**src/rtl/core/rgil_pkg.sv**
```systemverilog
// Shared types and constants for the random-grid interpolated lookup block.
package rgil_pkg;

    localparam int unsigned TABLE_DEPTH_DEF = 4096;
    localparam int unsigned FRAC_BITS       = 16;
    localparam logic [14:0] LEHMER_MULT     = 15'd16807;
    localparam logic [31:0] LEHMER_MOD      = 32'h7FFF_FFFF;
    localparam logic [12:0] GRID_RESET      = 13'd4096;
    localparam logic [30:0] SEED_RESET      = 31'd17;

    // Operand widths of the shared multiplier.
    localparam int unsigned MUL_AW  = 34;
    localparam int unsigned MUL_BW  = 18;
    localparam int unsigned PROD_W  = MUL_AW + MUL_BW;

    // Configuration register indexes (address bit 2).
    localparam logic REG_GRID = 1'b0;
    localparam logic REG_SEED = 1'b1;

    typedef enum logic [1:0] {
        FUNC_WRITE  = 2'd0,
        FUNC_LOOKUP = 2'd1,
        FUNC_CLEAR  = 2'd2,
        FUNC_NOP    = 2'd3
    } t_func;

    typedef enum logic [1:0] {
        MUL_GEN,
        MUL_CELL,
        MUL_INTERP
    } t_mul_sel;

    typedef enum logic [3:0] {
        ST_IDLE,
        ST_WRITE,
        ST_CLEAR,
        ST_GEN_MUL,
        ST_GEN_RED,
        ST_CELL_MUL,
        ST_CELL_RED,
        ST_FRAC,
        ST_RD_LO,
        ST_RD_HI,
        ST_DIFF,
        ST_INTERP,
        ST_SAMPLE,
        ST_ACC,
        ST_DONE
    } t_state;

    typedef struct packed {
        t_func              func;
        logic [11:0]        entry_index;
        logic signed [31:0] entry_value;
    } t_item;

    typedef struct packed {
        logic signed [31:0] sample_value;
        logic [11:0]        cell_index;
        logic signed [63:0] running_sum;
        logic               sum_saturated;
    } t_result;

    typedef struct packed {
        logic     ld_item;
        t_mul_sel mul_sel;
        logic     mul_en;
        logic     gen_upd;
        logic     cell_upd;
        logic     frac_upd;
        logic     rd_lo;
        logic     rd_hi;
        logic     lo_cap;
        logic     diff_upd;
        logic     sample_upd;
        logic     acc;
        logic     clr;
        logic     wr;
        logic     out_ld;
    } t_ctrl;

endpackage

```
**src/rtl/core/rgil_seq.sv**
```systemverilog
// Sequencer that steps one item through the shared datapath.
module rgil_seq
    import rgil_pkg::*;
(
    input  logic  i_clk,
    input  logic  i_rst_n,
    input  logic  i_start,
    input  t_func i_func,
    output logic  o_busy,
    output t_ctrl o_ctrl
);

    t_state r_state;
    t_state n_state;
    logic   accept;

    assign accept = i_start && (r_state == ST_IDLE);
    assign o_busy = (r_state != ST_IDLE);

    always_ff @(posedge i_clk) begin
        if (!i_rst_n) begin
            r_state <= ST_IDLE;
        end else begin
            r_state <= n_state;
        end
    end

    always_comb begin
        n_state = r_state;
        case (r_state)
            ST_IDLE: begin
                if (i_start) begin
                    case (i_func)
                        FUNC_WRITE:  n_state = ST_WRITE;
                        FUNC_LOOKUP: n_state = ST_GEN_MUL;
                        FUNC_CLEAR:  n_state = ST_CLEAR;
                        default:     n_state = ST_DONE;
                    endcase
                end
            end
            ST_WRITE:    n_state = ST_DONE;
            ST_CLEAR:    n_state = ST_DONE;
            ST_GEN_MUL:  n_state = ST_GEN_RED;
            ST_GEN_RED:  n_state = ST_CELL_MUL;
            ST_CELL_MUL: n_state = ST_CELL_RED;
            ST_CELL_RED: n_state = ST_FRAC;
            ST_FRAC:     n_state = ST_RD_LO;
            ST_RD_LO:    n_state = ST_RD_HI;
            ST_RD_HI:    n_state = ST_DIFF;
            ST_DIFF:     n_state = ST_INTERP;
            ST_INTERP:   n_state = ST_SAMPLE;
            ST_SAMPLE:   n_state = ST_ACC;
            ST_ACC:      n_state = ST_DONE;
            ST_DONE:     n_state = ST_IDLE;
            default:     n_state = ST_IDLE;
        endcase
    end

    always_comb begin
        o_ctrl         = '0;
        o_ctrl.mul_sel = MUL_GEN;
        o_ctrl.ld_item = accept;
        case (r_state)
            ST_WRITE:    o_ctrl.wr = 1'b1;
            ST_CLEAR:    o_ctrl.clr = 1'b1;
            ST_GEN_MUL: begin
                o_ctrl.mul_sel = MUL_GEN;
                o_ctrl.mul_en  = 1'b1;
            end
            ST_GEN_RED:  o_ctrl.gen_upd = 1'b1;
            ST_CELL_MUL: begin
                o_ctrl.mul_sel = MUL_CELL;
                o_ctrl.mul_en  = 1'b1;
            end
            ST_CELL_RED: o_ctrl.cell_upd = 1'b1;
            ST_FRAC:     o_ctrl.frac_upd = 1'b1;
            ST_RD_LO:    o_ctrl.rd_lo = 1'b1;
            ST_RD_HI: begin
                o_ctrl.rd_hi  = 1'b1;
                o_ctrl.lo_cap = 1'b1;
            end
            ST_DIFF:     o_ctrl.diff_upd = 1'b1;
            ST_INTERP: begin
                o_ctrl.mul_sel = MUL_INTERP;
                o_ctrl.mul_en  = 1'b1;
            end
            ST_SAMPLE:   o_ctrl.sample_upd = 1'b1;
            ST_ACC:      o_ctrl.acc = 1'b1;
            ST_DONE:     o_ctrl.out_ld = 1'b1;
            default: begin
            end
        endcase
    end

endmodule

```
**config.mk**
```make
export PLATFORM = sky130hd
export DESIGN_NAME = rgil_seq
export DESIGN_NICKNAME = d
export VERILOG_FILES = /design/src/rtl/core/rgil_pkg.sv /design/src/rtl/core/rgil_seq.sv
export SDC_FILE = /design/constraint.sdc
export NUM_CORES = 1
export LEC_CHECK = 0
export ABC_AREA = 1
export BUFFER_PORTS_ARGS = -buffer_cell sky130_fd_sc_hd__buf_4
export CAP_MARGIN = 20
export CORE_AREA = 2 2 39 41
export CTS_BUF_LIST = sky130_fd_sc_hd__clkbuf_2 sky130_fd_sc_hd__clkbuf_4 sky130_fd_sc_hd__clkbuf_8
export DETAILED_ROUTE_END_ITERATION = 10
export DIE_AREA = 0 0 41 43
export GPL_TIMING_DRIVEN = 0
export SETUP_SLACK_MARGIN = 0.4
export SLEW_MARGIN = 25
export SYNTH_ARGS = -nofsm -noshare
export SYNTH_HDL_FRONTEND = slang
export SYNTH_SLANG_ARGS = --single-unit
export TNS_END_PERCENT = 30
```
**constraint.sdc**
```tcl
create_clock -name i_clk -period 1.5 [get_ports i_clk]
set_clock_uncertainty 0.2 [all_clocks]
set_input_delay 0.15 -clock i_clk [delete_from_list [all_inputs] [get_ports i_clk]]
set_output_delay 0.15 -clock i_clk [all_outputs]
set_load 0.05 [all_outputs]
```
### Word-level counts from Yosys, hierarchy flattened

Cells that the tools add are included.
W data, S select, Z words.

* output and inout bits: 17
* register bits after elaboration: 4
* word-level logic and storage cells: 38

* muxes and demuxes: 15
* reduce and logical (&&, ||, !) cells: 5
* equality and inequality tests: 17

Operators with widths (number)
* $pmux W4 S12: 1
* $eq A4 B4 Y1 const B: 7
* $eq A4 B3 Y1 const B: 4
* $pmux W4 S3: 1
* $mux W1: 10
* $pmux W3 S3: 1
* $eq A4 B2 Y1 const B: 2
* $eq A4 B1 Y1 const B: 1
* $logic_not A4 Y1: 1
* $mux W4: 1
* $reduce_bool A4 Y1: 1
* $reduce_or A3 Y1: 1
* $eq A2 B1 Y1 const B: 1
* $eq A2 B2 Y1 const B: 1
* $logic_not A2 Y1: 1
* $mux W2: 1
* $ne A2 B2 Y1 const B: 1
* $logic_and A1 B1 Y1: 1

### Logic depth before layout (Yosys ltp)

* word-level depth: 4
* depth in mapped cells: 8
* gate-level depth less buffers: 8

### Worst setup path before layout

Ideal clock, no wire load.

* kind: register to register
* start point: register r_state[2]
* end point: register r_state[2]
* arrival time: 1.532 ns
* stages on the path, launching flop included: 7
* setup slack: -0.296 ns
* cells stage by stage: dfxtp_1 nand2_1 nor2_1 nor2_1 nand3_1 nor2_1 nor2_1

* word-level cells in the longest chain between the ends: 3
* elaborated cells on any way between the ends: 17
* classes of those cells: 14 x eq/ne; 1 x mux; 2 x reduce/logical

RTL lines
* from (decl): line rgil_seq.sv:13 `t_state r_state;`
* from (signal assigned): line rgil_seq.sv:24 `r_state <= n_state;`
* $eq A4 B4 Y1, or another cell as far along: line rgil_seq.sv:30 `case (r_state)`
* $reduce_or A3 Y1 (no source line)
* $pmux W4 S12: line rgil_seq.sv:30

Parallel ways exist; a longest one is shown, timed or not.
A chain may end at the register's enable or synchronous reset.

==> impl_metrics.toml <==
[run]
maxCapViolations = 0

[critical_path]
cp-start-kind = "flip-flop"
cp-end-kind = "output port"
critPathKind = "reg2out"
arrival_ps = 1220
cp.required_ps = 1150
crit_fanout = 5

[sta]
timing.final.ws_setup_ps = -73.8
finalCriticalPeriod_ps = 1570
hold_viol = 0
drv_slew = 0
rsz0062_at_grt = "yes"
fmax_mhz = 635
finalCritPeriodShare_pct = 105
tightest_slew_ps = 198
slew_headroom_pct = 86.7
holdWs_ps = 44.8
setup_viol = 7
tns_ps = -351

[cells_and_area]
num-nets-final = 122
diodes = 0
area_growth_pct = 143
regMostFlops = "r_state"
largest_register_ffs = 4
top_regs = "r_state x4"
layout-drive-gt1-share_pct = 65.2
final_cell_mix = "nor2_1, buf_4, nand2_1"
layout_commonest_cell = "nor2_1"

[floorplan]
dieArea_um2 = 1760
ios = 22
fp.dieW_um = 41
rows = 14
die_y_um = 43
core-area_um2 = 1380
start_util_pct = 28.7

[detailed_routing]
ant_nets = 0
vias = 587
first_pass_iters = 4
drt_iter0_drc = 10
wire_per_inst_um = 10.9
via_per_inst = 4.48
post-route-drc-count = 0
routed_wl_mm = 1.43

[power]
p_leak_nw = 0.513
vdd_drop_max_mv = 1.30
total_power_mw = 1.91
powerDensity_nw_per_um2 = 1980

[synthesis]
synth_area_leaders = "nor2_1, dfxtp_1, nand2_1, inv_1, nand3_1"
synth_cell_types = 12
synth_fa_ha_area_share_pct = 0
syn_inst = 80
ys_warn_count = 0
synth_top_family_by_area = "simple AND/OR/NAND/NOR gates"
synth-simple-area-share_pct = 55.5
syn-num-nets = 85
yosysTopAreaCell = "nor2_1"
synth.top_cell.area_share_pct = 23.7
syn-cell-area_um2 = 397
ys_seq_area_share_pct = 20.2
synth_area_per_cell_um2 = 4.96
synth-seq-cells = 4
synthMuxAreaShare_pct = 0
synth_compound_area_share_pct = 3.47
synth_xor_area_share_pct = 0

[global_routing]
grtUsageMet2_pct = 28.4
grt.total_usage_pct = 17.2
grt_use_met3_pct = 6.28
grt_first_pass_wirelength_mm = 2.10
grtUsageMet1_pct = 20.9
grt_start_max_net_pins = 7
grt_pass1_vias = 537
busiest_layer = "met2"
antenna_found_initial = 0
grt-ovfl-total = 0

[run_status]
outcome = "complete, but fails checks"
failed_checks = "negative setup slack"

[placement]
io_buffers = 21
place_hpwl_um = 986
place_ws_ps = 63.0
gp_congestion = 0.859

[clock_tree]
cts_buffer_depth = 2
htree_levels = 1
cts_sinks = 4
path_clk_slew_ps = 30
worstSkewPairLatency_ps = 230
clockRootBuffer = "clkbuf_4"
cts_tree = "built"
cts_hold_buffers = 0
cts_buffers = 3

[min_path]
min-delay-path-class = "in2reg"
## where the power goes
part           switching (mW)  internal (mW)  total, mW
logic                   0.880          0.618       1.50
registers               0.111          0.169      0.280
clock network          0.0398         0.0892      0.129
## area by class of cell
cell class,count,area (um^2)
fillers,124,422
multi-input cells,56,360
repair buffers,32,350
flip-flops and latches,4,95.1
inverters,18,91.3
clock buffers,3,22.5
plain buffers,2,22.5
well taps,16,20.0
## per-layer routing
| layer | up-vias | share of wire (%) |
|---|---|---|
| li1 | 302 | - |
| met1 | 266 | 41 |
| met2 | 19 | 55 |
| met3 | 0 | 3.8 |
| met4 | 0 | 0 |
| met5 | - | 0 |
## Yosys cell counts
cell type and instances:
a211oi_1 1, nor2_1 25, nand2_2 1, nand3_1 4, nand4_1 1, inv_2 1
buf_4 2, nor2_2 3, nand2_1 20, inv_1 17, dfxtp_1 4, o22ai_1 1
## per-stage QoR
step,utilization [%],area [um^2],cells
3_3_place_gp,50.5,699,117
2_1_floorplan,-,522,80
4_1_cts,61.9,857,124
5_1_grt,69.5,962,131
6_report,69.5,962,131
3_5_place_dp,50.5,699,117
## worst max-delay path: stages (launching register included)
cell        delay (ps)
dfxtp_4            390
inv_4               50
nor2_4             140
nand2_2             90
clkinvlp_4          90
buf_8               90
buf_8              130
## cells by family after synthesis
group | after synthesis
DFF | 4
buffers and inverters | 20
AOI/OAI and AO/OA | 2
and+or+nand+nor | 54
## worst paths after layout
kind	depth (start not counted)	slack, ps	startpoint	to
hold / removal	5	40	i_rst_n	r_state[1]
hold reg to reg	5	540	r_state[3]	r_state[1]
setup / recovery	6	-70	r_state[0]	o_ctrl[7]
setup reg to reg	10	60	r_state[0]	r_state[1]
## what timing repair did
| action | in CTS | in global routing |
|---|---|---|
| setup endpoints to repair | 21 | 21 |
| buffers inserted | 4 | 7 |
| pin swaps | 11 | 6 |
| cloned | 0 | 0 |
| resized for setup | 30 | 13 |
Power figures use the tool's default switching activity.
